<file path="src/crast_pkg.sv">
`default_nettype none
package crast_pkg;

  // input selector codes
  localparam logic FUNC_START = 1'b0;
  localparam logic FUNC_STEP  = 1'b1;

  // eight-way symmetry: pixels per octant point
  localparam int unsigned MIRRORS  = 8;
  localparam int unsigned IDX_BITS = $clog2(MIRRORS);

endpackage
`default_nettype wire

</file>
<file path="src/crast_fifo.sv">
`default_nettype none
// two-entry job queue between front and emitter
module crast_fifo #(
  parameter int unsigned WIDTH = 32
) (
  input  wire logic             clk,
  input  wire logic             rst_n,
  input  wire logic             wr_valid,
  output logic                  wr_ready,
  input  wire logic [WIDTH-1:0] wr_data,
  output logic                  rd_valid,
  input  wire logic             rd_ready,
  output logic [WIDTH-1:0]      rd_data
);

  localparam int unsigned DEPTH = 2;

  logic [WIDTH-1:0] entry_r [DEPTH];
  logic             wr_ptr_r;
  logic             rd_ptr_r;
  logic [1:0]       count_r;
  logic [1:0]       count_nxt;
  logic             push;
  logic             pop;

  assign wr_ready = (count_r != 2'(DEPTH));
  assign rd_valid = (count_r != 2'd0);
  assign rd_data  = entry_r[rd_ptr_r];
  assign push     = wr_valid && wr_ready;
  assign pop      = rd_valid && rd_ready;

  always_comb begin
    count_nxt = count_r;
    if (push && !pop) begin
      count_nxt = count_r + 2'd1;
    end else if (pop && !push) begin
      count_nxt = count_r - 2'd1;
    end
  end

  always_ff @(posedge clk) begin
    if (!rst_n) begin
      wr_ptr_r <= 1'b0;
      rd_ptr_r <= 1'b0;
      count_r  <= 2'd0;
    end else begin
      count_r <= count_nxt;
      if (push) begin
        wr_ptr_r <= ~wr_ptr_r;
      end
      if (pop) begin
        rd_ptr_r <= ~rd_ptr_r;
      end
    end
  end

  always_ff @(posedge clk) begin
    if (push) begin
      entry_r[wr_ptr_r] <= wr_data;
    end
  end

endmodule
`default_nettype wire

</file>
<file path="src/crast_front.sv">
`default_nettype none
// Takes start/step words, runs the midpoint decision and queues one job per word.
// Job layout, low bit up: y, x, cy, cx, done flag.
module crast_front #(
  parameter int unsigned COORD_BITS  = 11,
  parameter int unsigned RADIUS_BITS = 10,
  localparam int unsigned JOB_W      = 1 + 2 * COORD_BITS + 2 * RADIUS_BITS
) (
  input  wire logic                   clk,
  input  wire logic                   rst_n,
  input  wire logic                   in_valid,
  output logic                        in_ready,
  input  wire logic                   func,
  input  wire logic [COORD_BITS-1:0]  center_x,
  input  wire logic [COORD_BITS-1:0]  center_y,
  input  wire logic [RADIUS_BITS-1:0] radius,
  output logic                        job_valid,
  input  wire logic                   job_ready,
  output logic [JOB_W-1:0]            job_data
);

  localparam int unsigned DW = RADIUS_BITS + 6;
  localparam int unsigned R1 = RADIUS_BITS + 1;
  localparam int unsigned R2 = RADIUS_BITS + 2;

  logic [RADIUS_BITS-1:0] octant_x_r, octant_x_nxt;
  logic [RADIUS_BITS-1:0] octant_y_r, octant_y_nxt;
  logic signed [DW-1:0]   decision_r, decision_nxt;
  logic [COORD_BITS-1:0]  origin_x_r, origin_x_nxt;
  logic [COORD_BITS-1:0]  origin_y_r, origin_y_nxt;
  logic                   drawing_r, drawing_nxt;

  logic                   accept;
  logic signed [DW-1:0]   x_ext;
  logic signed [DW-1:0]   y_ext;
  logic signed [DW-1:0]   r_ext;
  logic signed [DW-1:0]   inc_keep;
  logic signed [DW-1:0]   inc_diag;
  logic                   d_neg;
  logic [R1-1:0]          x_inc;
  logic [R1-1:0]          y_dec;
  logic                   passed;

  logic                   job_done;
  logic [COORD_BITS-1:0]  job_cx;
  logic [COORD_BITS-1:0]  job_cy;
  logic [RADIUS_BITS-1:0] job_x;
  logic [RADIUS_BITS-1:0] job_y;

  assign accept    = in_valid && in_ready;
  assign in_ready  = job_ready;
  assign job_valid = in_valid;
  assign job_data  = {job_done, job_cx, job_cy, job_x, job_y};

  assign x_ext    = signed'(DW'(octant_x_r));
  assign y_ext    = signed'(DW'(octant_y_r));
  assign r_ext    = signed'(DW'(radius));
  assign inc_keep = (x_ext <<< 2) + DW'(6);
  assign inc_diag = ((x_ext - y_ext) <<< 2) + DW'(10);
  assign d_neg    = decision_r[DW-1];
  assign x_inc    = R1'(octant_x_r) + R1'(1);
  assign y_dec    = R1'(octant_y_r) - R1'(1);
  // x passes y after the move; compared before the move to keep it unsigned
  assign passed   = d_neg ? (R2'(octant_x_r) + R2'(1) > R2'(octant_y_r))
                          : (R2'(octant_x_r) + R2'(2) > R2'(octant_y_r));

  always_comb begin
    octant_x_nxt = octant_x_r;
    octant_y_nxt = octant_y_r;
    decision_nxt = decision_r;
    origin_x_nxt = origin_x_r;
    origin_y_nxt = origin_y_r;
    drawing_nxt  = drawing_r;
    job_done     = 1'b1;
    job_cx       = origin_x_r;
    job_cy       = origin_y_r;
    job_x        = octant_x_r;
    job_y        = octant_y_r;
    if (func == crast_pkg::FUNC_START) begin
      origin_x_nxt = center_x;
      origin_y_nxt = center_y;
      octant_x_nxt = '0;
      octant_y_nxt = radius;
      decision_nxt = DW'(3) - (r_ext <<< 1);
      drawing_nxt  = 1'b1;
      job_done     = 1'b0;
      job_cx       = center_x;
      job_cy       = center_y;
      job_x        = '0;
      job_y        = radius;
    end else if (drawing_r) begin
      octant_x_nxt = x_inc[RADIUS_BITS-1:0];
      if (d_neg) begin
        decision_nxt = decision_r + inc_keep;
      end else begin
        decision_nxt = decision_r + inc_diag;
        octant_y_nxt = y_dec[RADIUS_BITS-1:0];
      end
      job_x = octant_x_nxt;
      job_y = octant_y_nxt;
      if (passed) begin
        drawing_nxt = 1'b0;
      end else begin
        job_done = 1'b0;
      end
    end
  end

  always_ff @(posedge clk) begin
    if (!rst_n) begin
      octant_x_r <= '0;
      octant_y_r <= '0;
      decision_r <= '0;
      origin_x_r <= '0;
      origin_y_r <= '0;
      drawing_r  <= 1'b0;
    end else if (accept) begin
      octant_x_r <= octant_x_nxt;
      octant_y_r <= octant_y_nxt;
      decision_r <= decision_nxt;
      origin_x_r <= origin_x_nxt;
      origin_y_r <= origin_y_nxt;
      drawing_r  <= drawing_nxt;
    end
  end

endmodule
`default_nettype wire

</file>
<file path="src/crast_emit.sv">
`default_nettype none
// Plays one job out as eight mirror pixels, or a single done word.
module crast_emit #(
  parameter int unsigned COORD_BITS  = 11,
  parameter int unsigned RADIUS_BITS = 10,
  localparam int unsigned JOB_W      = 1 + 2 * COORD_BITS + 2 * RADIUS_BITS,
  localparam int unsigned PIX_W      = COORD_BITS + 2
) (
  input  wire logic              clk,
  input  wire logic              rst_n,
  input  wire logic              job_valid,
  output logic                   job_ready,
  input  wire logic [JOB_W-1:0]  job_data,
  output logic                   out_valid,
  input  wire logic              out_ready,
  output logic [PIX_W-1:0]       pixel_x,
  output logic [PIX_W-1:0]       pixel_y,
  output logic                   pixel_valid,
  output logic                   circle_done,
  output logic                   last
);

  localparam int unsigned IB = crast_pkg::IDX_BITS;
  localparam int unsigned SW = ((COORD_BITS > RADIUS_BITS) ? COORD_BITS : RADIUS_BITS) + 2;
  localparam logic [IB-1:0] IDX_LAST = IB'(crast_pkg::MIRRORS - 1);

  logic                   busy_r;
  logic                   done_job_r;
  logic [COORD_BITS-1:0]  cx_r;
  logic [COORD_BITS-1:0]  cy_r;
  logic [RADIUS_BITS-1:0] x_r;
  logic [RADIUS_BITS-1:0] y_r;
  logic [IB-1:0]          idx_r;

  logic                   out_valid_r;
  logic [PIX_W-1:0]       pixel_x_r, pixel_x_nxt;
  logic [PIX_W-1:0]       pixel_y_r, pixel_y_nxt;
  logic                   pixel_valid_r;
  logic                   circle_done_r;
  logic                   last_r, last_nxt;

  logic                   advance;
  logic                   final_word;
  logic                   load;
  logic                   col_use_y;
  logic                   col_neg;
  logic                   row_neg;
  logic [SW-1:0]          col_off;
  logic [SW-1:0]          row_off;
  logic [SW-1:0]          col_sum;
  logic [SW-1:0]          row_sum;

  assign advance    = busy_r && (!out_valid_r || out_ready);
  assign final_word = done_job_r || (idx_r == IDX_LAST);
  assign load       = !busy_r || (advance && final_word);
  assign job_ready  = load;

  // mirror order: (+x,+y) (+y,+x) (+y,-x) (+x,-y) (-x,-y) (-y,-x) (-y,+x) (-x,+y)
  assign col_use_y = idx_r[0] ^ idx_r[1];
  assign col_neg   = idx_r[2];
  assign row_neg   = idx_r[1] ^ idx_r[2];
  assign col_off   = col_use_y ? SW'(y_r) : SW'(x_r);
  assign row_off   = col_use_y ? SW'(x_r) : SW'(y_r);
  assign col_sum   = col_neg ? (SW'(cx_r) - col_off) : (SW'(cx_r) + col_off);
  assign row_sum   = row_neg ? (SW'(cy_r) - row_off) : (SW'(cy_r) + row_off);

  assign pixel_x_nxt = done_job_r ? '0 : col_sum[PIX_W-1:0];
  assign pixel_y_nxt = done_job_r ? '0 : row_sum[PIX_W-1:0];
  assign last_nxt    = final_word;

  assign out_valid   = out_valid_r;
  assign pixel_x     = pixel_x_r;
  assign pixel_y     = pixel_y_r;
  assign pixel_valid = pixel_valid_r;
  assign circle_done = circle_done_r;
  assign last        = last_r;

  always_ff @(posedge clk) begin
    if (!rst_n) begin
      busy_r      <= 1'b0;
      idx_r       <= '0;
      out_valid_r <= 1'b0;
    end else begin
      if (advance) begin
        out_valid_r <= 1'b1;
      end else if (out_ready) begin
        out_valid_r <= 1'b0;
      end
      if (load) begin
        busy_r <= job_valid;
        idx_r  <= '0;
      end else if (advance) begin
        idx_r <= idx_r + IB'(1);
      end
    end
  end

  always_ff @(posedge clk) begin
    if (load && job_valid) begin
      {done_job_r, cx_r, cy_r, x_r, y_r} <= job_data;
    end
    if (advance) begin
      pixel_x_r     <= pixel_x_nxt;
      pixel_y_r     <= pixel_y_nxt;
      pixel_valid_r <= !done_job_r;
      circle_done_r <= done_job_r;
      last_r        <= last_nxt;
    end
  end

endmodule
`default_nettype wire

</file>
<file path="src/circle_rasterizer.sv">
`default_nettype none
// Each job is registered in the queue, then in the emitter, then in the output register.
// Throughput: one result word per cycle while out_tready is high; a start or step word yields
// eight mirror pixels through the single output register, a done word yields one word.
// A two-entry job queue lets new words be taken while pixels are still going out.
// Reset: synchronous, active low; octant state cleared, no circle in progress, queue empty.
module circle_rasterizer #(
  parameter int unsigned COORD_BITS  = 11,
  parameter int unsigned RADIUS_BITS = 10,
  localparam int unsigned PIX_W      = COORD_BITS + 2,
  localparam int unsigned IN_W       = ((2 * COORD_BITS + RADIUS_BITS + 7) / 8) * 8,
  localparam int unsigned OUT_W      = ((2 * PIX_W + 7) / 8) * 8
) (
  input  wire logic             clk,
  input  wire logic             rst_n,
  input  wire logic             in_tvalid,
  output logic                  in_tready,
  input  wire logic [IN_W-1:0]  in_tdata,  // center_x, center_y, radius
  input  wire logic [0:0]       in_tuser,  // func
  output logic                  out_tvalid,
  input  wire logic             out_tready,
  output logic [OUT_W-1:0]      out_tdata, // pixel_x, pixel_y
  output logic [1:0]            out_tuser, // pixel_valid, circle_done
  output logic                  out_tlast
);

  localparam int unsigned JOB_W = 1 + 2 * COORD_BITS + 2 * RADIUS_BITS;

  logic                   front_valid;
  logic                   front_ready;
  logic [JOB_W-1:0]       front_data;
  logic                   job_valid;
  logic                   job_ready;
  logic [JOB_W-1:0]       job_data;
  logic [PIX_W-1:0]       pixel_x;
  logic [PIX_W-1:0]       pixel_y;
  logic                   pixel_valid;
  logic                   circle_done;
  logic [COORD_BITS-1:0]  center_x;
  logic [COORD_BITS-1:0]  center_y;
  logic [RADIUS_BITS-1:0] radius;

  assign center_x = in_tdata[COORD_BITS-1:0];
  assign center_y = in_tdata[2*COORD_BITS-1:COORD_BITS];
  assign radius   = in_tdata[2*COORD_BITS+RADIUS_BITS-1:2*COORD_BITS];

  assign out_tdata = OUT_W'({pixel_y, pixel_x});
  assign out_tuser = {circle_done, pixel_valid};

  crast_front #(
    .COORD_BITS  (COORD_BITS),
    .RADIUS_BITS (RADIUS_BITS)
  ) u_front (
    .clk       (clk),
    .rst_n     (rst_n),
    .in_valid  (in_tvalid),
    .in_ready  (in_tready),
    .func      (in_tuser[0]),
    .center_x  (center_x),
    .center_y  (center_y),
    .radius    (radius),
    .job_valid (front_valid),
    .job_ready (front_ready),
    .job_data  (front_data)
  );

  crast_fifo #(
    .WIDTH (JOB_W)
  ) u_fifo (
    .clk      (clk),
    .rst_n    (rst_n),
    .wr_valid (front_valid),
    .wr_ready (front_ready),
    .wr_data  (front_data),
    .rd_valid (job_valid),
    .rd_ready (job_ready),
    .rd_data  (job_data)
  );

  crast_emit #(
    .COORD_BITS  (COORD_BITS),
    .RADIUS_BITS (RADIUS_BITS)
  ) u_emit (
    .clk         (clk),
    .rst_n       (rst_n),
    .job_valid   (job_valid),
    .job_ready   (job_ready),
    .job_data    (job_data),
    .out_valid   (out_tvalid),
    .out_ready   (out_tready),
    .pixel_x     (pixel_x),
    .pixel_y     (pixel_y),
    .pixel_valid (pixel_valid),
    .circle_done (circle_done),
    .last        (out_tlast)
  );

endmodule
`default_nettype wire
</file>
<file path="config.mk">
export PLATFORM = sky130hd
export DESIGN_NAME = circle_rasterizer
export DESIGN_NICKNAME = d
export VERILOG_FILES = /design/src/crast_pkg.sv /design/src/crast_fifo.sv /design/src/crast_front.sv /design/src/crast_emit.sv /design/src/circle_rasterizer.sv
export SDC_FILE = /design/constraint.sdc
export NUM_CORES = 1
export LEC_CHECK = 0
export BUFFER_PORTS_ARGS = -buffer_cell sky130_fd_sc_hd__buf_2
export CAP_MARGIN = 5
export CORE_ASPECT_RATIO = 1.25
export CORE_MARGIN = 4
export CORE_UTILIZATION = 35
export CTS_CLUSTER_DIAMETER = 50
export DETAILED_ROUTE_END_ITERATION = 10
export PLACE_DENSITY = 0.5
export SYNTH_ARGS = -nofsm -noshare
export SYNTH_HDL_FRONTEND = slang
export SYNTH_SLANG_ARGS = --single-unit
export TNS_END_PERCENT = 20
</file>
<file path="constraint.sdc">
create_clock -name clk -period 3.54 [get_ports clk]
set_clock_uncertainty 0.05 [all_clocks]
set_input_delay 0 -clock clk [delete_from_list [all_inputs] [get_ports clk]]
set_output_delay 0 -clock clk [all_outputs]
set_load 0.005 [all_outputs]
</file>
==> flow_summary.json <==
{
  "status": "finished with violations",
  "failed_checks": "negative setup slack",
  "min_period_over_period_pct": 102,
  "critPathMaxFanout": 4,
  "finalSetupViolCount": 2,
  "ys_types": 86,
  "worstPathArrival_ns": 4.01,
  "layout.nets": 1650,
  "leakage_nw": 6.75,
  "die_x_um": 186,
  "ant_nets": 0,
  "critical_path.cell_chain": "inv_2 -> ha_4 -> inv_2 -> fa_2 -> a211oi_2 -> nor2_2 -> o2111a_1 -> nor2_2 -> ha_1 -> ha_1 -> nand2_1 -> nor2_2 -> nand4_1 -> a221oi_2 -> mux2i_1 -> a311oi_1",
  "critPathKind": "reg -> reg",
  "fin_crit_ns": 3.61,
  "setup_tns_ns": -0.106,
  "crit_family": "adder cells",
  "gp_congestion": 0.905,
  "finalNonFillerCells": 2011,
  "synth_edf_count": 158,
  "antenna_found_initial": 0,
  "synth-seq-area-share_pct": 43.8,
  "setup_slack_ns": -0.0676,
  "first_pass_iters": 6,
  "core-area_um2": 39200,
  "synth_cells": 1336,
  "synth_area_um2": 13900,
  "cts_max_path_buffers": 3,
  "clk_latency_ns": 0.55,
  "drc": 0,
  "synth_top_area_share_pct": 34.1,
  "ys.flop_type": "edfxtp_1",
  "rsz0062_at_grt": "true",
  "hp-class": "in -> reg",
  "row_count": 81,
  "first_global_vias": 10300,
  "grt_max_degree": 49,
  "ir_drop_v": 0.000427,
  "grt_usage_pct": 16.2,
  "n_antenna_cell": 0,
  "start_util_pct": 35.4,
  "finalHoldViolations": 0,
  "avgSynthCellArea_um2": 10.4,
  "tightestPinTransition_ns": 1.18,
  "die_height_um": 231,
  "cts_buffers": 28,
  "critPathMaxStageDelay_ns": 0.41,
  "area_growth_pct": 20.1,
  "place_inst": 1917,
  "worst_path_max_delay_cell": "fa_2",
  "drive_gt1_share_pct": 22.0,
  "drt-wirelength-per-cell_um": 17.5,
  "cp.buffers_inverters": 2,
  "clk_pin_slew_ns": 0.06,
  "synth_most_common_cell": "edfxtp_1",
  "cts_max_level": 1,
  "cp-end-kind": "flop",
  "finalMaxSlewViolations": 0,
  "hold_ws_ns": 0.274,
  "synth_area_leader_cell": "edfxtp_1",
  "max-slew-margin-rel_pct": 21.1,
  "dieArea_um2": 43000,
  "synth_area_leaders": "edfxtp_1 34%, ha_1 10%, dfxtp_1 9.6%, mux2_2 6.9%, nand2_1 3.3%",
  "fmax_mhz": 277,
  "grt_pass1_wl_um": 55900,
  "pwr_density_cell_nw_per_um2": 763,
  "async_flop_share_pct": 0,
  "start_kind": "flop",
  "grt_overflow": 0,
  "cts_tree": "done",
  "post-dp-hpwl_um": 26000,
  "vias": 10300,
  "n_fill_cell": 3756,
  "crit_required_ns": 3.94,
  "cts-root-buf": "clkbuf_16",
  "routed_wl_um": 35300,
  "cpMostUsedCell": "nor2_2",
  "drt_iter0_markers": 471,
  "clock_sinks": 225,
  "io_buffers": 67,
  "max-cap-violations": 0,
  "synth-seq-cells": 225,
  "ys_warn_count": 0,
  "pin_count": 74,
  "synth_commonest_cells": "158 x edfxtp_1, 124 x nand2_1, 114 x ha_1, 97 x nor2_1, 85 x mux2_2",
  "vias_per_cell": 5.11
}
## worst reg2reg max path, stage by stage, from the launching register on
cell	delay, ns
dfxtp_2	0.32
inv_2	0.07
ha_4	0.13
inv_2	0.05
fa_2	0.41
a211oi_2	0.25
nor2_2	0.09
o2111a_1	0.29
nor2_2	0.18
ha_1	0.26
ha_1	0.36
nand2_1	0.11
nor2_2	0.15
nand4_1	0.12
a221oi_2	0.34
mux2i_1	0.11
a311oi_1	0.22
## power by group
part / internal [W] / leakage [nW] / switching, W / total, W
sequential: 0.00373 / 2.06 / 0.000391 / 0.00412
clock: 0.00165 / 0.457 / 0.00120 / 0.00285
combinational: 0.00261 / 4.23 / 0.00317 / 0.00578
## through the flow
step	area, um2	setup WS, ns	power (W)	utilization, %
final	16700	-0.0676	0.0127	42.6
after global routing	16700	-0.291	0.0137	42.6
after CTS	16600	0.00331	0.0128	42.3
after detailed placement	15200	-0.0956	0.00979	38.8
after global placement	15200	-0.0246	0.00975	38.8
after floorplan	13900	0.0214	0.00812	-
## metal layers
layer / vias up / share of wire [%] / track usage, %
li1: 5146 / - / -
met1: 4873 / 42 / 19.4
met2: 199 / 52 / 30.0
met3: 59 / 3.6 / 1.70
met4: 0 / 2.7 / 5.31
met5: - / 0 / 0
## layout by cell type (no fill, tap or decap), types with 6 or more instances in the layout
| cell type | synthesis | layout |
|---|---|---|
| nor2_1 | 97 | 92 |
| o21a_1 | 11 | 11 |
| a211oi_1 | 20 | 18 |
| a21boi_0 | 38 | 38 |
| mux2i_1 | 11 | 11 |
| dfxtp_1 | 67 | 62 |
| a31oi_1 | 10 | 10 |
| o21bai_1 | 8 | 8 |
| a21o_1 | 23 | 23 |
| xnor2_1 | 50 | 49 |
| o211ai_1 | 13 | 13 |
| nand3_1 | 21 | 21 |
| or3_1 | 10 | 10 |
| ha_1 | 114 | 106 |
| a211o_1 | 7 | 7 |
| buf_4 | 11 | 82 |
| xor2_1 | 30 | 30 |
| nor2b_1 | 12 | 12 |
| clkbuf_16 | 0 | 29 |
| dlygate4sd3_1 | 0 | 39 |
| nand4_1 | 9 | 9 |
| buf_2 | 9 | 67 |
| fa_1 | 8 | 7 |
| and2_1 | 12 | 11 |
| edfxtp_1 | 158 | 158 |
| conb_1 | 1 | 6 |
| inv_1 | 68 | 65 |
| and3_1 | 11 | 10 |
| o21ai_0 | 59 | 59 |
| nor3_1 | 21 | 21 |
| mux2_2 | 85 | 85 |
| nand2_1 | 124 | 123 |
| nand2b_1 | 17 | 17 |
| a21oi_1 | 62 | 60 |
## path summary, 6_finish.rpt
| check | depth (start not counted) | slack (ns) | from | endpoint |
|---|---|---|---|---|
| max | 16 | -0.07 | u_front.octant_x_r[0] | u_front.decision_r[15] |
| min | 3 | 0.27 | in_tdata[20] | u_fifo.entry_r[0][29] |
| max reg2reg | 16 | -0.07 | u_front.octant_x_r[0] | u_front.decision_r[15] |
| min reg2reg | 2 | 0.41 | u_front.origin_y_r[2] | u_front.origin_y_r[2] |
## flip-flops by register name, indices dropped and copies added (netlist names), 11 cells and up
register,count
u_front.origin_x_r,11
u_front.decision_r,15
u_fifo.entry_r,86
u_front.origin_y_r,11
u_emit.cy_r,11
u_emit.cx_r,11
u_emit.pixel_x,13
u_emit.pixel_y,13
## timing repair
item / 4_1_cts / 5_1_grt
endpoints found under the setup margin: 3 / 10
hold buffers: 39 / 0
endpoints found under the hold margin: 111 / 0
pin swaps: 6 / 18
resized for setup: 7 / 19
cloned: 0 / 0
buffers inserted: 0 / 3
## layout make-up
class,instances,area (um2),area share [%]
tap,498,623,3.73
timing repair buffer,190,1380,8.27
inverter,70,263,1.57
multi-input combinational,976,7400,44.3
clock inverter,17,171,1.03
clock buffer,35,768,4.60
sequential,225,6090,36.5
## cell families after synthesis
kind of cell,count (synthesis),synth area share [%]
buf+inv,140,4.16
compound gates,310,15.4
mux,96,7.68
fa+ha+maj,122,11.4
xor+xnor,81,5.16
simple gates,361,12.4
flops,225,43.8
other cells,1,0.0270
No activity file was read; power rests on OpenSTA's default activity.
